$ cat src/sv/modexp_pkg.sv
// modexp_pkg: widths and constants shared by the modular exponentiation unit
package modexp_pkg;

   localparam int unsigned FIELD_W    = 31;
   localparam int unsigned REQ_DATA_W = 64;
   localparam int unsigned RSP_DATA_W = 32;
   localparam int unsigned CNT_W      = $clog2(FIELD_W);

   localparam logic [FIELD_W-1:0] MODULUS_RESET = 31'd1000000007;

endpackage

$ cat src/sv/modular_exponentiation_unit.sv
// modular_exponentiation_unit: base^exponent mod modulus by square-and-multiply
//
//   channel | dir | beat contents (lowest bit first)
//   --------+-----+-------------------------------------------------------
//   req     | in  | tdata: base_value[30:0], exponent[61:31], zeros[63:62]
//   rsp     | out | tdata: power_result[30:0], zero[31]
//   csr     | in  | wdata: modulus[30:0], written when csr_wen is high
//
// one request at a time; a shared step (2r + addend, then up to two modulus
// subtracts) takes one multiplier bit per cycle through each modular product.
// the base is reduced first, then each exponent bit costs a multiply if set and
// a square if higher bits remain; a zero exponent, zero base or zero modulus goes
// straight to done; done waits while a result is unaccepted.
// reset is synchronous and restores the modulus to 1000000007.
module modular_exponentiation_unit #(
   parameter int unsigned EXP_BITS = 31
) (
   input  logic                                clock,
   input  logic                                reset,
   input  logic                                req_tvalid,
   output logic                                req_tready,
   // base_value[30:0], exponent[61:31], zero pad[63:62]
   input  logic [modexp_pkg::REQ_DATA_W-1:0]   req_tdata,
   output logic                                rsp_tvalid,
   input  logic                                rsp_tready,
   // power_result[30:0], zero pad[31]
   output logic [modexp_pkg::RSP_DATA_W-1:0]   rsp_tdata,
   input  logic                                csr_wen,
   input  logic [modexp_pkg::FIELD_W-1:0]      csr_wdata
);

   localparam int unsigned FW    = modexp_pkg::FIELD_W;
   localparam int unsigned CW    = modexp_pkg::CNT_W;
   localparam int unsigned EXP_W = (EXP_BITS < FW) ? EXP_BITS : FW;

   typedef enum logic [2:0] {
      ST_IDLE,
      ST_REDUCE,
      ST_MUL,
      ST_SQR,
      ST_DONE
   } state_type;

   state_type          state_ff, state_in;
   logic [CW-1:0]      cnt_ff, cnt_in;
   logic [FW-1:0]      r_ff, r_in;
   logic [FW-1:0]      mplier_ff, mplier_in;
   logic [FW-1:0]      base_ff, base_in;
   logic [FW-1:0]      acc_ff, acc_in;
   logic [EXP_W-1:0]   exp_ff, exp_in;
   logic [FW-1:0]      mod_ff, mod_in;
   logic [FW-1:0]      rsp_data_ff, rsp_data_in;
   logic               rsp_valid_ff, rsp_valid_in;

   logic [FW-1:0]      req_base;
   logic [EXP_W-1:0]   req_exp;
   logic [EXP_W-1:0]   exp_shift;
   logic [FW-1:0]      addend;
   logic [FW+1:0]      sum;
   logic [FW+2:0]      diff1;
   logic [FW+2:0]      diff2;
   logic [FW-1:0]      unit_res;
   logic               last_step;

   assign req_base  = req_tdata[FW-1:0];
   assign req_exp   = req_tdata[FW +: EXP_W];
   assign exp_shift = exp_ff >> 1;
   assign last_step = (cnt_ff == CW'(FW - 1));

   // shared step: r <- (2r + addend) mod m, valid while r < m and addend < m
   always_comb begin
      addend = '0;
      if (mplier_ff[FW-1]) begin
         addend = (state_ff == ST_REDUCE) ? FW'(1) : base_ff;
      end
      sum   = {1'b0, r_ff, 1'b0} + {2'b00, addend};
      diff1 = {1'b0, sum} - {3'b000, mod_ff};
      diff2 = {1'b0, sum} - {2'b00, mod_ff, 1'b0};
      if (!diff2[FW+2]) begin
         unit_res = diff2[FW-1:0];
      end else if (!diff1[FW+2]) begin
         unit_res = diff1[FW-1:0];
      end else begin
         unit_res = sum[FW-1:0];
      end
   end

   always_comb begin
      state_in     = state_ff;
      cnt_in       = cnt_ff;
      r_in         = r_ff;
      mplier_in    = mplier_ff;
      base_in      = base_ff;
      acc_in       = acc_ff;
      exp_in       = exp_ff;
      mod_in       = csr_wen ? csr_wdata : mod_ff;
      rsp_data_in  = rsp_data_ff;
      rsp_valid_in = rsp_valid_ff && !rsp_tready;

      unique case (state_ff)
         ST_IDLE: begin
            if (req_tvalid) begin
               exp_in    = req_exp;
               mplier_in = req_base;
               r_in      = '0;
               cnt_in    = '0;
               if (req_exp == '0) begin
                  acc_in   = FW'(1);
                  state_in = ST_DONE;
               end else if (req_base == '0 || mod_ff == '0) begin
                  acc_in   = '0;
                  state_in = ST_DONE;
               end else begin
                  acc_in   = FW'(1);
                  state_in = ST_REDUCE;
               end
            end
         end
         ST_REDUCE, ST_MUL, ST_SQR: begin
            r_in      = unit_res;
            mplier_in = mplier_ff << 1;
            cnt_in    = cnt_ff + CW'(1);
            if (last_step) begin
               r_in   = '0;
               cnt_in = '0;
               unique case (state_ff)
                  ST_REDUCE: begin
                     base_in = unit_res;
                     if (exp_ff[0]) begin
                        state_in  = ST_MUL;
                        mplier_in = acc_ff;
                     end else begin
                        state_in  = ST_SQR;
                        mplier_in = unit_res;
                     end
                  end
                  ST_MUL: begin
                     acc_in = unit_res;
                     if (exp_shift == '0) begin
                        state_in = ST_DONE;
                     end else begin
                        state_in  = ST_SQR;
                        mplier_in = base_ff;
                     end
                  end
                  default: begin
                     base_in = unit_res;
                     exp_in  = exp_shift;
                     if (exp_shift[0]) begin
                        state_in  = ST_MUL;
                        mplier_in = acc_ff;
                     end else begin
                        state_in  = ST_SQR;
                        mplier_in = unit_res;
                     end
                  end
               endcase
            end
         end
         ST_DONE: begin
            if (!rsp_valid_ff || rsp_tready) begin
               rsp_data_in  = acc_ff;
               rsp_valid_in = 1'b1;
               state_in     = ST_IDLE;
            end
         end
         default: begin
            state_in = ST_IDLE;
         end
      endcase
   end

   always_ff @(posedge clock) begin
      if (reset) begin
         state_ff     <= ST_IDLE;
         cnt_ff       <= '0;
         mod_ff       <= modexp_pkg::MODULUS_RESET;
         rsp_valid_ff <= 1'b0;
      end else begin
         state_ff     <= state_in;
         cnt_ff       <= cnt_in;
         mod_ff       <= mod_in;
         rsp_valid_ff <= rsp_valid_in;
      end
      r_ff        <= r_in;
      mplier_ff   <= mplier_in;
      base_ff     <= base_in;
      acc_ff      <= acc_in;
      exp_ff      <= exp_in;
      rsp_data_ff <= rsp_data_in;
   end

   assign req_tready = (state_ff == ST_IDLE);
   assign rsp_tvalid = rsp_valid_ff;
   assign rsp_tdata  = {{(modexp_pkg::RSP_DATA_W - FW){1'b0}}, rsp_data_ff};

`ifndef SYNTHESIS
   // a zero exponent goes straight to the result with a value of one
   a_zero_exp: assert property (@(posedge clock) disable iff (reset)
      (req_tvalid && req_tready && req_exp == '0) |=> (state_ff == ST_DONE && acc_ff == FW'(1)))
      else $error("zero exponent did not yield one");

   // the bit counter is back at zero whenever no product is in flight
   a_cnt_idle: assert property (@(posedge clock) disable iff (reset)
      (state_ff == ST_IDLE || state_ff == ST_DONE) |-> (cnt_ff == '0))
      else $error("bit counter left running outside a product");

   // a new result beat only appears from the done state
   a_rsp_from_done: assert property (@(posedge clock) disable iff (reset)
      (rsp_valid_ff && !$past(rsp_valid_ff && !rsp_tready)) |-> ($past(state_ff) == ST_DONE))
      else $error("result beat raised outside the done state");
`endif

endmodule
$ cat config.mk
export PLATFORM = sky130hd
export DESIGN_NAME = modular_exponentiation_unit
export DESIGN_NICKNAME = d
export VERILOG_FILES = /design/src/sv/modexp_pkg.sv /design/src/sv/modular_exponentiation_unit.sv
export SDC_FILE = /design/constraint.sdc
export NUM_CORES = 1
export LEC_CHECK = 0
export BUFFER_PORTS_ARGS = -buffer_cell sky130_fd_sc_hd__buf_2
export CAP_MARGIN = 5
export CORE_ASPECT_RATIO = 2
export CORE_UTILIZATION = 50
export DETAILED_ROUTE_END_ITERATION = 8
export PLACE_DENSITY = 0.73
export SETUP_SLACK_MARGIN = 0.3
export SLEW_MARGIN = 20
export SYNTH_ARGS = -nofsm -noshare
export SYNTH_HDL_FRONTEND = slang
export SYNTH_SLANG_ARGS = --single-unit
$ cat constraint.sdc
create_clock -name clock -period 6.7 [get_ports clock]
set_input_delay 1.34 -clock clock [delete_from_list [all_inputs] [get_ports clock]]
set_output_delay 1.34 -clock clock [all_outputs]
set_load 0.02 [all_outputs]
==> Yosys cells after proc, flatten, opt, wreduce, memory -nomap -nowiden <==
Cells that the tools add are included.
{ "op_classes": {"add_sub_neg": 4, "eq_ne": 10, "n_mux": 39, "bitwise_logic": 1, "reduce_logical": 19} }
{ "ops": {"columns": ["operator", "n"], "rows": [
  ["$mux 31", 17],
  ["$pmux 31 s2", 5],
  ["$logic_not 31->1", 4],
  ["$sub 33x31->34", 1],
  ["$sub 33x32->34", 1],
  ["$add 32x31->33", 1],
  ["$mux 3", 6],
  ["$mux 5", 2],
  ["$ne 2x2->1 const B", 5],
  ["$pmux 5 s2", 1],
  ["$pmux 3 s3", 1],
  ["$reduce_and 4->1", 2],
  ["$eq 3x2->1 const B", 2],
  ["$mux 1", 6],
  ["$pmux 3 s2", 1],
  ["$reduce_and 3->1", 2],
  ["$add 5x1->5 const B", 1],
  ["$eq 5x5->1 const B", 1],
  ["$reduce_and 2->1", 2],
  ["$eq 3x1->1 const B", 1],
  ["$eq 3x3->1 const B", 1],
  ["$logic_not 3->1", 1],
  ["$reduce_or 3->1", 1],
  ["$logic_not 1->1", 2],
  ["5 further kinds", 6]
]} }
{ "totals": {"regBits": 226, "input_bits": 100, "out_inout_bits": 34} }

==> Depth between registers and ports, before layout <==
{ "logic_depth": {"ltp_word": 11, "mapped_depth": 31} }

==> Worst setup path after synthesis <==
Ideal clock, no wire load.
{ "synth_path": {"path_type": "reg2reg", "start": "reg state_ff[0]", "end": "reg mplier_ff[12], data pin", "setup_time_ns": 0.262, "arrival_time_ns": 5.760, "setup_slack_ns": 0.678, "stages_incl_launch_ff": 29, "n_path_buf": 4, "synth_period_minus_slack_ns": 6.022, "cell_sequence": "dfxtp_1 clkbuf_1 nand2b_1 nor2_1 nor2b_1 clkbuf_1 and2_1 ha_1 a21o_1 a221oi_1 a21bo_2 o21a_1 a21oi_1 o22a_1 nand2_1 xnor2_1 ha_1 and4_1 nand2_1 or4b_1 a21oi_2 nor3_2 o31ai_2 or3_1 buf_4 buf_6 mux2_1 a21oi_2 o31ai_1"} }
{ "synth_via": {"elab_chain_cells": 11} }
{ "synth_rtl": {"columns": ["element", "line_no", "text"], "rows": [
  ["start: declaration", "modular_exponentiation_unit.sv:44", "state_type state_ff, state_in;"],
  ["start signal: assignment", "modular_exponentiation_unit.sv:180", "state_ff <= state_in;"],
  ["$eq 3x1->1", "modular_exponentiation_unit.sv:74, modular_exponentiation_unit.sv:100, modular_exponentiation_unit.sv:126", null],
  ["$mux 31", "modular_exponentiation_unit.sv:74", "addend = (state_ff == ST_REDUCE) ? FW'(1) : base_ff;"],
  ["$mux 31", "modular_exponentiation_unit.sv:73", "if (mplier_ff[FW-1]) begin"],
  ["$add 32x31->33", "modular_exponentiation_unit.sv:76", "sum = {1'b0, r_ff, 1'b0} + {2'b00, addend};"],
  ["$sub 33x31->34", "modular_exponentiation_unit.sv:77", "diff1 = {1'b0, sum} - {3'b000, mod_ff};"],
  ["$mux 31", "modular_exponentiation_unit.sv:81", "end else if (!diff1[FW+2]) begin"],
  ["$mux 31", "modular_exponentiation_unit.sv:79", "if (!diff2[FW+2]) begin"],
  ["$mux 31 (on tied branches)", "modular_exponentiation_unit.sv:149, modular_exponentiation_unit.sv:129", null],
  ["$pmux 31 s2", "modular_exponentiation_unit.sv:126", "unique case (state_ff)"],
  ["$mux 31", "modular_exponentiation_unit.sv:123", "if (last_step) begin"],
  ["$pmux 31 s2 (*)", "modular_exponentiation_unit.sv:100", "unique case (state_ff)"],
  ["net mplier_in[12]", "modular_exponentiation_unit.sv:47", "logic [FW-1:0] mplier_ff, mplier_in;"],
  ["end signal: assignment", "modular_exponentiation_unit.sv:186", "mplier_ff <= mplier_in;"],
  ["end: declaration", "modular_exponentiation_unit.sv:47", null]
]} }
Mark *: on every way through the listed nets, which the timed path passes. The rest lies on a longest branch.
A chain may end at the register's enable or synchronous reset.

==> Final worst setup path <==
{ "layout_path": {"start": "reg state_ff[2]", "end": "reg mplier_ff[19], data pin"} }
Same word-level chain as after synthesis.

==> results.md <==
Status:
- The flow ran to the end, and the final reports show no timing, DRC or antenna violations.

GRT:
- The first global-routing pass estimated approximately 75 mm of wire.
- The met3 global-route usage is 2.92%.
- The met2 routing resource usage after global routing is roughly 57%.
- The number of global-route vias before repair is 14.0k.
- Entering global routing, the biggest net connects between 60 and 70 pins.
- Global routing used between 20% and 30% of the available met1 tracks.
- The global-route congestion overflow total is 0.
- The initial antenna violation count came to 0.
- The global-route layer with the greatest usage is met2.
- Global routing used 31.1% of the available tracks across all layers.

Floorplan:
- The standard-cell row count is 91.
- The number of ports placed on the die boundary is 134.
- The initial utilization of the core area, before any placement, comes to between 50% and 60%.
- The floorplan step set the die width to about 130 um.
- The area of the core is 30900 um2.
- The die outline area is 32100 um2.
- The die outline height is 252 um.

Clock network:
- The maximum buffer depth of the clock tree is 3.
- The count of H-tree levels built during CTS is 1.
- For this design, the CTS-stage hold fixing added 0 buffers.
- The number of clock buffers added by TritonCTS is 22.
- TritonCTS built the clock tree.
- Clock tree synthesis selected as its root buffer the cell sky130_fd_sc_hd__clkbuf_16.
- The TritonCTS sink count is about 230.
- The clock network latency to the later pin of the worst-skew pair is about 540 ps.
- The clock input transition at the sequential cells of the worst setup and hold paths is approximately 70 ps.

Drt:
- The pre-antenna-repair detailed-routing pass consisted of 6 iterations.
- The routed wire length per instance is 22.1 um.
- The number of vias per cell is 6.21.
- For this block, the initial DRC count from the detailed router was 1115.
- For this block, the routed nets add up to between 50 and 60 mm of wire.
- The total via count after detailed routing is 14.1k.
- The count of nets left with antenna violations once routing finished came out at 0.
- For this run, design rule violations remaining after detail routing come to 0.

Final layout:
- The number of non-filler instances in the completed layout is 2280.
- The diode insertion count for antenna repair is 0.
- Cells fill about three fifths of the core in the end.
- Fill cells in the final layout number ~2.7k.
- In the final design database the tool counted 2043 nets.
- The area added between synthesis and finish is 16.1%.
- In the final layout, the share of cells above drive strength 1 is between 10% and 20%.

Yosys:
- The number of different library cells in the post-synthesis netlist is 82.
- During synthesis, Yosys emitted a total of 0 warnings.
- In this run, synthesis inferred 186 flip-flops with an integrated enable.
- Summed over all instances, the cell type with the most area after synthesis is sky130_fd_sc_hd__edfxtp_1.
- Summing every instance area after synthesis gives approximately 16000 um2.
- Among all flip-flop cells after synthesis, the most frequent one is sky130_fd_sc_hd__edfxtp_1.
- The async set-reset flop share out of synthesis is 0%.
- In the synthesized netlist, the cells that appear most often are sky130_fd_sc_hd__nand2_1, sky130_fd_sc_hd__edfxtp_1, sky130_fd_sc_hd__nor2_1.
- After synthesis, the mean cell area works out to approximately 9 um2.
- The area fraction of the dominant cell type after synthesis is 35.7%.
- The most repeated cell in the gate-level netlist after synthesis is sky130_fd_sc_hd__nand2_1.
- The post-synthesis net count is 1897.
- The sequential share of the synthesized area is roughly two fifths.
- Sorting the synthesized cells by area gives the leading types as sky130_fd_sc_hd__edfxtp_1, sky130_fd_sc_hd__ha_1, sky130_fd_sc_hd__dfxtp_1.
- The flip-flop and latch count after synthesis is ~230.
- Synthesis produced a netlist whose cell count is 1700.

Place:
- The pre-CTS worst setup slack is -89.2 ps.
- The global placer's final weighted congestion is roughly 1.
- The half-perimeter wire length after detailed placement is 37.3 mm.
- Including well taps, the total number of placed cells is ~2.2k.
- The total of buffers placed on input and output ports is 130.

Worst setup path:
- The number of buffers and inverters on the critical path is 6.
- The slowest stage of the critical path is the sky130_fd_sc_hd__or4b_4 cell.
- In this run the worst path has a maximum fanout of 15.
- The type of the worst setup path is register to register.
- The startpoint of the most critical setup path is state_ff[2].
- The startpoint class of the critical path is a register.
- The reg-to-reg setup timing slack is 430 ps.
- For the worst setup path, the data required time is about 7000 ps.
- The launching point of the worst reg2reg path is state_ff[2].
- By instance count, the cell type seen most on the critical path is sky130_fd_sc_hd__buf_12.
- Data on the critical path arrives at its endpoint at 6540 ps.
- The cell family with the largest share of critical-path delay is compound AO/OA/AOI/OAI gates.
- The kind of capture point of the worst setup path is a register.
- The stage delay of the slowest cell on the critical path is about 540 ps.

STA:
- The final number of hold-violating endpoints is 0.
- The ratio of final minimum period to clock period is 93.6%.
- The number of slew-limit violations in the final report is 0.
- Measured against its own limit, the worst slew margin works out to between 30% and 40%.
- The worst path meets setup with 426 ps of slack.
- The number of endpoints failing setup at the final stage is 0.
- The post-layout minimum cycle time is 6270 ps.
- Setup repair after global routing left no endpoint under its margin.
- Hold timing on the final database bottoms out at a slack of approximately 480 ps.
- The highest clock frequency the design can meet is 159 MHz.
- The clock skew is about 17 ps.
- The worst-margin pin slew is 995 ps.

Power and ir drop:
- The maximum VDD drop is ~320 uV.
- The analysis attributes to cell leakage a power of 0.00752 uW.
- The power density over cell area is 600 nW/um2.

Min path:
- The beginning of the worst hold path is acc_ff[5].
- The path category of the worst min-delay check is register to register.

Run:
- Across the run, the number of max-cap violations was 0.
==> power breakdown <==
| part | internal [uW] | leakage [uW] | total [uW] | switching [uW] |
|---|---|---|---|---|
| registers | 2030 | 0.00212 | 2180 | 157 |
| clock network | 734 | 0.000357 | 1310 | 580 |
| logic | 2910 | 0.00504 | 7400 | 4490 |
| total | 5670 | 0.00752 | 10900 | 5230 |
==> repair_timing <==
| action | 4_1_cts | 5_1_grt |
|---|---|---|
| setup buffers | 3 | 13 |
| gates cloned | 1 | 1 |
| pin swaps | 2 | 11 |
| gates resized for setup | 9 | 42 |
| endpoints found under the hold margin | 0 | 0 |
| setup endpoints to repair | 102 | 124 |
==> final cells by class <==
| cell class | count | area [um2] | share of cell area [%] |
|---|---|---|---|
| tap | 418 | 523 | 2.88 |
| clock buffer | 28 | 616 | 3.39 |
| clock inverter | 12 | 133 | 0.730 |
| timing repair buffer | 201 | 1300 | 7.15 |
| multi-input combinational | 1310 | 8900 | 49.0 |
| sequential | 226 | 6390 | 35.1 |
| inverter | 85 | 319 | 1.76 |
==> stage by stage <==
stage | total power [uW] | TNS (ps) | area, um2
6_report | 10900 | 0 | 18200
5_1_grt | 11500 | 0 | 18200
4_1_cts | 10400 | 0 | 17800
3_5_place_dp | 8890 | -180 | 17000
3_3_place_gp | 8750 | 0 | 17000
2_1_floorplan | 6580 | 0 | 15700
==> routing by layer <==
metal / part of all wire, % / up-vias / wire [um]
li1: - / 6585 / -
met1: 32 / 6772 / 16200
met2: 52 / 565 / 26400
met3: 4.5 / 226 / 2280
met4: 11 / 0 / 5480
met5: 0 / - / 0
==> cells in the final DEF, fill, tap and decap left out, drive strengths merged, types with 30 or more instances in the layout <==
cell    instances
a21o           45
a21oi         124
and2           41
buf           200
dfxtp          40
edfxtp        186
ha             94
inv            85
mux2i          44
nand2         191
nand2b         30
nor2          159
o211ai         33
o21ai         100
o22ai          31
xnor2          45
==> worst paths after layout <==
check	endpoint	cells after the start
worst max-delay path	mplier_ff[19]	28
worst min-delay path	rsp_data_ff[5]	0
worst max register to register	mplier_ff[19]	28
worst min register to register	rsp_data_ff[5]	0
==> state kept, by name, summed over array words and instances, names as in the netlist <==
register     count
mplier_ff       31
cnt_ff           5
acc_ff          31
exp_ff          31
r_ff            31
state_ff         3
rsp_data_ff     31
mod_ff          31
base_ff         31
rsp_tvalid       1
==> cell families (layout without fill, tap and decap cells) <==
logic type      after synthesis  count (layout)  share of synthesized area (%)
simple gates                577             577                           17.4
fa+ha+maj                    97              97                           7.89
other cells                   1               1                         0.0239
compound gates              494             494                           21.0
buf+inv                     164             326                           4.16
mux                          71              71                           4.87
xor+xnor                     70              70                           3.92
flops                       226             226                           40.8
No activity file was read; power rests on OpenSTA's default activity.
